==> config.mk <==
export PLATFORM = sky130hd
export DESIGN_NAME = keyframe_linear_interpolator_core
export DESIGN_NICKNAME = d
export VERILOG_FILES = /design/src/hdl/kli_pkg.sv /design/src/hdl/kli_ram.sv /design/src/hdl/keyframe_linear_interpolator_core.sv
export SDC_FILE = /design/constraint.sdc
export NUM_CORES = 2
export LEC_CHECK = 0
export BUFFER_PORTS_ARGS = -buffer_cell sky130_fd_sc_hd__buf_4
export CORE_MARGIN = 8
export CORE_UTILIZATION = 30
export CTS_BUF_LIST = sky130_fd_sc_hd__clkbuf_16
export CTS_CLUSTER_SIZE = 28
export DETAILED_ROUTE_END_ITERATION = 10
export GPL_TIMING_DRIVEN = 0
export HOLD_SLACK_MARGIN = 0.12
export SLEW_MARGIN = 20
export SYNTH_ARGS = -nofsm -noshare
export SYNTH_HDL_FRONTEND = slang
export SYNTH_SLANG_ARGS = --single-unit
==> constraint.sdc <==
create_clock -name clk_i -period 19.2 [get_ports clk_i]
set_input_delay 3.84 -clock clk_i [delete_from_list [all_inputs] [get_ports clk_i]]
set_output_delay 3.84 -clock clk_i [all_outputs]
set_load 0.005 [all_outputs]
==> src/hdl/kli_pkg.sv <==
// Shared constants for the keyframe interpolator.
package kli_pkg;
  localparam logic [2:0] MODE_SET    = 3'd0;
  localparam logic [2:0] MODE_REMOVE = 3'd1;
  localparam logic [2:0] MODE_CLEAR  = 3'd2;
  localparam logic [2:0] MODE_SHIFT  = 3'd3;
  localparam logic [2:0] MODE_QUERY  = 3'd4;
endpackage

==> src/hdl/kli_ram.sv <==
// Generic single-port RAM with a registered read.
module kli_ram #(
  parameter int Width = 16,
  parameter int Depth = 64
) (
  input  logic                     clk_i,
  input  logic                     we_i,
  input  logic [$clog2(Depth)-1:0] addr_i,
  input  logic [Width-1:0]         wdata_i,
  output logic [Width-1:0]         rdata_o
);
  logic [Width-1:0] mem_q [Depth];
  always_ff @(posedge clk_i) begin
    if (we_i) mem_q[addr_i] <= wdata_i;
    rdata_o <= mem_q[addr_i];
  end
endmodule

==> src/hdl/keyframe_linear_interpolator_core.sv <==
// Keyframe table with set, remove, clear, shift and interpolating query.
// Every request except clear and unused modes scans all slots, issuing a read in S_SCAN
// and inspecting it in S_EVAL for each slot. Set and remove then edit the table, and a query
// reads the bracketing values and finishes in a restoring divider; clear and unused modes
// go straight to the result. One request at a time; the result register holds
// until taken. Reset clears all valid bits at once; key and value memories are not cleared.
module keyframe_linear_interpolator_core import kli_pkg::*; #(
  parameter int TABLE_DEPTH = 64
) (
  input  logic               clk_i,
  input  logic               rst_ni,
  input  logic               in_valid_i,
  output logic               in_stall_o,
  input  logic [2:0]         mode_i,
  input  logic [15:0]        key_time_i,
  input  logic signed [15:0] key_value_i,
  input  logic signed [15:0] shift_amount_i,
  output logic               out_valid_o,
  input  logic               out_stall_i,
  output logic signed [15:0] interp_value_o,
  output logic [15:0]        next_key_o,
  output logic [15:0]        prev_key_o,
  output logic               table_empty_o,
  output logic               table_full_error_o
);
  localparam int AW = $clog2(TABLE_DEPTH);
  localparam int CW = AW + 1;
  localparam logic [CW-1:0] LastIdx = CW'(TABLE_DEPTH - 1);

  localparam logic [3:0] S_IDLE  = 4'd0;
  localparam logic [3:0] S_SCAN  = 4'd1;  // issue read of slot
  localparam logic [3:0] S_EVAL  = 4'd2;  // inspect read data
  localparam logic [3:0] S_EDIT  = 4'd3;
  localparam logic [3:0] S_RDA   = 4'd4;  // read value at before
  localparam logic [3:0] S_RDB   = 4'd5;  // read value at after
  localparam logic [3:0] S_MUL   = 4'd6;
  localparam logic [3:0] S_DIV   = 4'd7;
  localparam logic [3:0] S_FIN   = 4'd8;
  localparam logic [3:0] S_OUT   = 4'd9;
  localparam logic [3:0] S_RDL   = 4'd10;

  logic [3:0] st_q, st_d;
  logic [TABLE_DEPTH-1:0] valid_q;
  logic [2:0]  mode_q;
  logic [15:0] t_q;
  logic signed [15:0] v_q, d_q;
  logic [CW-1:0] idx_q;
  logic [AW-1:0] rd_idx_q;

  // Scan results
  logic hit_q, free_q, aft_ok_q, abv_ok_q, bef_ok_q, lst_ok_q, fst_eq_aft_q;
  logic [AW-1:0] hit_i_q, free_i_q, aft_i_q, bef_i_q, lst_i_q;
  logic [15:0] aft_k_q, abv_k_q, bef_k_q, lst_k_q, fst_k_q;
  logic signed [15:0] a_q, b_q;

  // Divider
  logic signed [33:0] num_q;
  logic [33:0] rem_q, quo_q;
  logic [16:0] den_q;
  logic neg_q;
  logic [5:0] cnt_q;

  logic [15:0] key_rd, val_rd;
  logic key_we, val_we;
  logic [AW-1:0] addr;
  logic [15:0] val_wd;

  logic signed [15:0] res_v_q;
  logic [15:0] res_n_q, res_p_q;
  logic res_e_q, res_f_q;

  kli_ram #(.Width(16), .Depth(TABLE_DEPTH)) u_keys (
    .clk_i(clk_i), .we_i(key_we), .addr_i(addr), .wdata_i(t_q), .rdata_o(key_rd)
  );
  kli_ram #(.Width(16), .Depth(TABLE_DEPTH)) u_vals (
    .clk_i(clk_i), .we_i(val_we), .addr_i(addr), .wdata_i(val_wd), .rdata_o(val_rd)
  );

  assign in_stall_o = (st_q != S_IDLE);
  assign out_valid_o = (st_q == S_OUT);
  assign interp_value_o = res_v_q;
  assign next_key_o = res_n_q;
  assign prev_key_o = res_p_q;
  assign table_empty_o = res_e_q;
  assign table_full_error_o = res_f_q;

  logic slot_v;
  assign slot_v = valid_q[rd_idx_q];
  logic signed [16:0] sat_sum;
  assign sat_sum = 17'($signed(val_rd)) + 17'(d_q);
  // Saturate the shifted value to 16 bits.
  always_comb begin
    val_wd = v_q;
    if (mode_q == MODE_SHIFT) begin
      if (sat_sum > 17'sd32767) val_wd = 16'sh7fff;
      else if (sat_sum < -17'sd32768) val_wd = 16'sh8000;
      else val_wd = sat_sum[15:0];
    end
  end

  logic edit_set_new;
  assign edit_set_new = (st_q == S_EDIT) && (mode_q == MODE_SET) && !hit_q && free_q;
  assign key_we = edit_set_new;
  assign val_we = ((st_q == S_EDIT) && (mode_q == MODE_SET) && (hit_q || free_q)) ||
                  ((st_q == S_EVAL) && (mode_q == MODE_SHIFT) && slot_v);
  always_comb begin
    addr = idx_q[AW-1:0];
    unique case (st_q)
      S_EVAL: addr = rd_idx_q;
      S_EDIT: addr = hit_q ? hit_i_q : free_i_q;
      S_RDA:  addr = bef_i_q;
      S_RDB:  addr = aft_i_q;
      S_RDL:  addr = lst_i_q;
      default: addr = idx_q[AW-1:0];
    endcase
  end

  logic [33:0] rem_sh;
  assign rem_sh = {rem_q[32:0], quo_q[33]};

  always_comb begin
    st_d = st_q;
    unique case (st_q)
      S_IDLE: if (in_valid_i) begin
        if (mode_i == MODE_CLEAR || mode_i > MODE_QUERY) st_d = S_OUT;
        else st_d = S_SCAN;
      end
      S_SCAN: st_d = S_EVAL;
      S_EVAL: begin
        if (idx_q > LastIdx) begin
          unique case (mode_q)
            MODE_SET, MODE_REMOVE: st_d = S_EDIT;
            MODE_QUERY: st_d = S_RDL;
            default: st_d = S_OUT;
          endcase
        end else st_d = S_SCAN;
      end
      S_EDIT: st_d = S_OUT;
      S_RDL:  st_d = S_RDA;
      S_RDA:  st_d = S_RDB;
      S_RDB:  st_d = S_MUL;
      S_MUL:  st_d = S_DIV;
      S_DIV:  if (cnt_q == 6'd34) st_d = S_FIN;
      S_FIN:  st_d = S_OUT;
      S_OUT:  if (!out_stall_i) st_d = S_IDLE;
      default: st_d = S_IDLE;
    endcase
  end

  always_ff @(posedge clk_i or negedge rst_ni) begin
    if (!rst_ni) begin
      st_q <= S_IDLE;
      valid_q <= '0;
    end else begin
      st_q <= st_d;
      if (st_q == S_IDLE && in_valid_i && mode_i == MODE_CLEAR) valid_q <= '0;
      if (edit_set_new) valid_q[free_i_q] <= 1'b1;
      if (st_q == S_EDIT && mode_q == MODE_REMOVE && hit_q) valid_q[hit_i_q] <= 1'b0;
    end
  end

  logic [15:0] lo_v_q;
  always_ff @(posedge clk_i) begin
    unique case (st_q)
      S_IDLE: begin
        mode_q <= mode_i; t_q <= key_time_i; v_q <= key_value_i; d_q <= shift_amount_i;
        idx_q <= '0;
        hit_q <= 1'b0; free_q <= 1'b0; aft_ok_q <= 1'b0; abv_ok_q <= 1'b0;
        bef_ok_q <= 1'b0; lst_ok_q <= 1'b0; res_f_q <= 1'b0;
        res_v_q <= '0; res_n_q <= '0; res_p_q <= '0;
        res_e_q <= (mode_i == MODE_CLEAR) ? 1'b1 : (valid_q == '0);
      end
      S_SCAN: begin
        rd_idx_q <= idx_q[AW-1:0];
        idx_q <= idx_q + CW'(1);
      end
      S_EVAL: begin
        if (slot_v) begin
          if (key_rd == t_q) begin hit_q <= 1'b1; hit_i_q <= rd_idx_q; end
          if (!lst_ok_q || key_rd > lst_k_q) begin
            lst_ok_q <= 1'b1; lst_k_q <= key_rd; lst_i_q <= rd_idx_q;
          end
          if (!lst_ok_q || key_rd < fst_k_q) fst_k_q <= key_rd;
          if (key_rd >= t_q && (!aft_ok_q || key_rd < aft_k_q)) begin
            aft_ok_q <= 1'b1; aft_k_q <= key_rd; aft_i_q <= rd_idx_q;
          end
          if (key_rd > t_q && (!abv_ok_q || key_rd < abv_k_q)) begin
            abv_ok_q <= 1'b1; abv_k_q <= key_rd;
          end
          if (key_rd < t_q && (!bef_ok_q || key_rd > bef_k_q)) begin
            bef_ok_q <= 1'b1; bef_k_q <= key_rd; bef_i_q <= rd_idx_q;
          end
        end else if (!free_q) begin
          free_q <= 1'b1; free_i_q <= rd_idx_q;
        end
      end
      S_EDIT: begin
        res_f_q <= (mode_q == MODE_SET) && !hit_q && !free_q;
        if (mode_q == MODE_SET && (hit_q || free_q)) res_e_q <= 1'b0;
        else if (mode_q == MODE_REMOVE && hit_q)
          res_e_q <= ((valid_q & ~(TABLE_DEPTH'(1) << hit_i_q)) == '0);
      end
      S_RDL: fst_eq_aft_q <= (fst_k_q == aft_k_q);
      S_RDA: lo_v_q <= val_rd;  // value at the last key
      S_RDB: a_q <= val_rd;
      S_MUL: begin
        b_q <= val_rd;
        res_n_q <= abv_ok_q ? abv_k_q : (lst_ok_q ? lst_k_q : 16'd0);
        res_p_q <= bef_ok_q ? bef_k_q : 16'd0;
        num_q <= 34'(a_q * $signed({1'b0, aft_k_q - t_q})) +
                 34'($signed(val_rd) * $signed({1'b0, t_q - bef_k_q}));
        den_q <= {1'b0, aft_k_q - bef_k_q};
        cnt_q <= '0;
        rem_q <= '0;
      end
      S_DIV: begin
        if (cnt_q == 6'd0) begin
          neg_q <= num_q[33];
          quo_q <= num_q[33] ? 34'(-num_q) : num_q;
          cnt_q <= cnt_q + 6'd1;
        end else begin
          if (rem_sh >= 34'(den_q)) begin
            rem_q <= rem_sh - 34'(den_q);
            quo_q <= {quo_q[32:0], 1'b1};
          end else begin
            rem_q <= rem_sh;
            quo_q <= {quo_q[32:0], 1'b0};
          end
          cnt_q <= cnt_q + 6'd1;
        end
      end
      S_FIN: begin
        if (!lst_ok_q) res_v_q <= '0;
        else if (!aft_ok_q) res_v_q <= lo_v_q;
        else if (aft_k_q == t_q || fst_eq_aft_q || !bef_ok_q) res_v_q <= b_q;
        else res_v_q <= (neg_q ? 16'(-quo_q) : quo_q[15:0]) & 16'hfffe;
      end
      default: ;
    endcase
  end
endmodule

# Yosys cells after proc, flatten, opt, wreduce, memory -nomap -nowiden
# Memory sizes are Yosys's and may differ from the RTL's. A register that Yosys moved wholly into a read port is not among the register bits.
# Index checks and enable logic that the tools add are counted.
# word_totals
reg_bits,471
ramBits,2048
inputBits,55
output_inout_bits,52
wordCells,240
mem_count,2
# memory_table
memory,words,word_bits,read_ports,rd_ports_with_merged_regs,wr,line_no,text
u_keys.mem_q,64,16,1,1,1,kli_ram.sv:12,logic [Width-1:0] mem_q [Depth];
u_vals.mem_q,64,16,1,1,1,kli_ram.sv:12,
# op_classes
add_sub_neg,10
mul,2
magnitude_cmp,18
n_eq_ne,30
n_shift,1
muxes,65
bitwise,7
reduce_logical,66
# op_table
cell,count
2-to-1 mux 64 bit,3
2-to-1 mux 16 bit,10
bitwise AND 64 bit,2
zero test 64 bit,2
inverter 64 bit,2
case mux 16 bit (2 select lines),3
2-to-1 mux 34 bit,2
multiplier 16 x 17 -> 33 bit,2
2-to-1 mux 33 bit,2
case mux 33 bit (2 select lines),1
< comparator 16 bit,4
bitwise OR 64 bit,1
"left shift 1 x 6 -> 64 bit, first input constant",1
== test 16 bit,3
> comparator 16 bit,3
subtractor 16 bit,3
case mux 4 bit (10 select lines),1
AND reduction 3 bit,13
adder 33 x 33 -> 34 bit,1
>= comparator 34 x 16 -> 1 bit,1
negation 34 bit,1
subtractor 33 x 16 -> 33 bit,1
case mux 6 bit (5 select lines),1
2-to-1 mux 1 bit,22
other kinds (41),114

# Logic depth before layout (Yosys ltp)
# depth
word_depth,8
depth_mapped,39
mapped_depth_nobuf,37

# Modules after synthesis
# Synthesis repeated with hierarchy kept, for this count alone.
# hier_totals
hier_cells,8927
hier_area_um2,123798.7
# modules_own_cells
module,n_inst,cells_each,area_per_inst_um2,seq_area_each_um2
keyframe_linear_interpolator_core,1,4384,44408.8,13803.2
kli_ram at u_keys,1,2279,39909.5,31069.8
kli_ram at u_vals,1,2264,39480.4,31069.8

# Worst setup path after synthesis
# No wires, ideal clock.
# synth_path
path_type,register to register
from,reg t_q[1]
to,"reg num_q[33], data pin"
setup_ps,260
arrival_ps,9579
t_required_ps,18940
slack_ps,9361
stages_incl_launch_ff,34
n_path_buf,1
period_less_slack_ps,9839
path_cell_list,edfxtp_1 inv_1 ha_1 nor2b_1 o21ai_0 a21boi_0 o21ai_0 a211oi_1 o221ai_1 nand2b_1 xor2_1 clkbuf_1 nand2_1 fa_1 inv_1 fa_1 inv_1 fa_1 fa_1 inv_1 fa_1 fa_1 fa_1 inv_1 fa_1 inv_1 ha_1 or4_1 a211oi_1 o21ai_0 o41ai_1 o2111ai_1 a21oi_1 xnor2_1
# synth_between
elab_chain_cells,3
elab_cells_between_ends,5
cone_classes,add/sub: 3; mul: 2
# synth_lines
element,line_no,text
from (decl),keyframe_linear_interpolator_core.sv:45,logic [15:0] t_q;
from (signal assigned),keyframe_linear_interpolator_core.sv:166,mode_q <= mode_i; t_q <= key_time_i; v_q <= key_value_i; d_q <= shift_amount_i;
subtractor 16 bit (on tied branches),"keyframe_linear_interpolator_core.sv:210, keyframe_linear_interpolator_core.sv:211",
multiplier 16 x 17 -> 33 bit (on tied branches),"keyframe_linear_interpolator_core.sv:210, keyframe_linear_interpolator_core.sv:211",
adder 33 x 33 -> 34 bit (*),keyframe_linear_interpolator_core.sv:210,"num_q <= 34'(a_q * $signed({1'b0, aft_k_q - t_q})) +"
to (signal assigned),keyframe_linear_interpolator_core.sv:210,
to (decl),keyframe_linear_interpolator_core.sv:57,logic signed [33:0] num_q;
# Every way passes the cells marked *; elsewhere a longest branch is shown, timed or not.
# A chain may end at the register's enable or synchronous reset.

# Final worst setup path
# layout_path
from,reg t_q[0]
to,"reg num_q[33], data pin"
# The elaborated chain is that of the path after synthesis.

==> reports/metrics.cfg <==
[status]
status = finished, final reports clean

[timing]
fin_crit_sh_pct = 57.3
finalHoldViolCount = 0
fin_crit_ns = 11.00
worst_pin_slew_ns = 1.40
fmax_mhz = 90.9
finClkSkew_ns = 0.101
rsz0062_at_grt = false
maxSlewHeadroom_pct = 6.09
setup_viol = 0
setup_tns_ns = 0
drv_slew = 0

[yosys]
ys_ff_latch = 2551
synth.most_common_cell = edfxtp_1
synth.area.top_cells = edfxtp_1 (60%), fa_1 (7.4%), ha_1 (4.2%)
netlist_instances = 9364
syn_area_mm2 = 0.123
yosysTopAreaCellShare_pct = 59.7
yosysUniqueCellTypes = 89
synth_ff_type = edfxtp_1
yosysWarningCount = 0
yosysSeqAreaShare_pct = 61.6
synth_edf_count = 2451
yosysTopAreaCell = edfxtp_1
postSynthAreaPerCell_um2 = 13.2
async_reset_ff_share_pct = 2.67
synthesis.nets = 10300
synth_common_cells = edfxtp_1 (2,451), nand2_1 (1,023), inv_1 (703), a21oi_1 (579), fa_1 (455)

[floorplan]
ios = 107
die_x_um = 657
num_rows = 235
die_area_mm2 = 0.431
start_util_pct = 30.1
dieHeight_um = 657
core_area_mm2 = 0.409

[setup_path]
critPathMaxFanout = 10
critical_path.most_common_cell = fa_1
crit_required_ns = 19.80
crit_type = flip-flop to flip-flop
max_stage_delay_ns = 0.81
cp-start-kind = flip-flop
arrival_ns = 11.60
cp_slowest_cell = xor2_1
end_kind = flip-flop

[min_path]
min_path_type = flip-flop to flip-flop

[global_routing]
grtUsageMet1_pct = 24.4
top_usage_layer = met2
grtUsageMet2_pct = 30.8
grt_start_max_net_pins = 69
overflow = 0
grt_pass1_wl_um = 621000
antenna_found_initial = 34
grt_use_total_pct = 19.8
use_met3_pct = 5.90
grt_pass1_vias = 82900

[final_layout]
multi_input_comb_area_mm2 = 0.0437
fill_cells = 39400
drive_above_1_share_pct = 11.4
final_nets = 10900
regArea_mm2 = 0.0760
syn_to_final_growth_pct = 17.4

[route]
vias = 85200
avgRoutedWirePerCell_um = 28.3
drc = 0
drt_iter0_drc = 12800
dr.pass1.iters = 10
viasPerCell = 5.43
postRouteAntennaNets = 0
drt_wl_total_um = 444000

[clocking]
htreeDepth = 5
insertion_delay_ns = 0.96
numClockSinks = 2551
post_cts_resized = 0
cts_tree = done
hold_buffers = 0
path_clk_slew_ns = 0.06
clockBufferDepth = 4
cts-root-buf = clkbuf_16
cts_post_setup_buffers_inserted = 0
cts_buffers = 281

[placement]
finalWeightedCongestion = 1.00
post-dp-hpwl_um = 328000
io_buffers = 106

[job]
cap_violations = 0

logic make-up after synthesis:
logic type	count (synthesis)	synth area share (%)
AOI/OAI and AO/OA	2013	11.0
xor gates and xnor gates	172	1.22
adders and majority gates	875	11.6
buffers and inverters	1198	3.72
DFF	2551	61.6
muxes	209	1.93
and+or+nand+nor	2346	8.87
flip-flops by register name, summed over array words and instances, names as in the netlist, 16 cells and up:
signal,count
lst_k_q,16
bef_k_q,16
interp_value_o,16
prev_key_o,16
d_q,16
fst_k_q,16
valid_q,64
a_q,16
aft_k_q,16
t_q,16
num_q,34
u_keys.rdata_o,16
abv_k_q,16
rem_q,33
u_vals.mem_q,1024
u_keys.mem_q,1024
v_q,16
u_vals.rdata_o,16
next_key_o,16
den_q,16
quo_q,34
b_q,16
lo_v_q,16
routing by layer:
| layer | wire length (um) | part of all wire [%] |
|---|---|---|
| met1 | 163000 | 37 |
| met2 | 197000 | 44 |
| met3 | 52000 | 12 |
| met4 | 31700 | 7.1 |
| met5 | 309 | 0.070 |
critical path, delay by kind of cell, from the launching register on:
family,cells,cell delay [ns]
compound gates,10,2.59
simple gates,5,0.61
fa+ha+maj,11,5.26
flops,1,0.53
xor+xnor,2,0.89
buf+inv,5,0.85
final cells by class:
type / instances / area share, %
Clock inverter: 227 / 1.22
Inverter: 704 / 1.83
Antenna cell: 14 / 0.0242
Buffer: 494 / 1.39
Sequential cell: 2551 / 52.5
Clock buffer: 286 / 4.95
Timing Repair Buffer: 355 / 3.13
Multi-Input combinational cell: 5615 / 30.2
Tap cell: 5451 / 4.72
worst paths after layout:
path	start	end	slack, ns	depth (start not counted)
hold / removal	idx_q[2]$_SDFFCE_PN0P_	rd_idx_q[2]$_DFFE_PP_	0.47	0
setup / recovery	t_q[0]$_DFFE_PP_	num_q[33]$_DFFE_PP_	8.20	33
min in group asynchronous	rst_ni	valid_q[20]$_DFF_PN0_	3.07	1
max in group asynchronous	rst_ni	valid_q[5]$_DFF_PN0_	15.48	1
setup reg to reg	t_q[0]$_DFFE_PP_	num_q[33]$_DFFE_PP_	8.20	33
hold reg to reg	idx_q[2]$_SDFFCE_PN0P_	rd_idx_q[2]$_DFFE_PP_	0.47	0
placed cells by master (no fill, tap or decap), types with 103 or more instances in the layout:
master     count
a211oi_1     131
a21oi_1      578
a221oi_1     135
a22oi_1      359
and2_1       251
buf_4        118
clkbuf_1     324
clkbuf_16    286
edfxtp_1    2451
fa_1         455
ha_1         409
inv_1        754
mux2i_1      157
nand2_1     1022
nand3_1      165
nor2_1       278
nor2_2       103
o21ai_0      188
o22ai_1      121
o2bb2ai_1    104
metrics by stage:
stage	util, %	std cells	setup slack [ns]	hold slack, ns	instance area (um^2)
CTS	35.3	15700	8.20	0.457	145000
floorplan	-	9364	9.36	0.424	123000
finish	35.3	15700	8.20	0.466	145000
global placement	32.0	14900	6.06	0.430	131000
detailed placement	33.1	15200	8.26	0.434	136000
global route	35.3	15700	7.56	0.471	145000
Power is left out: the tool's default activity adds up to more than one toggle a clock period on the data nets, which glitch-free logic cannot reach.
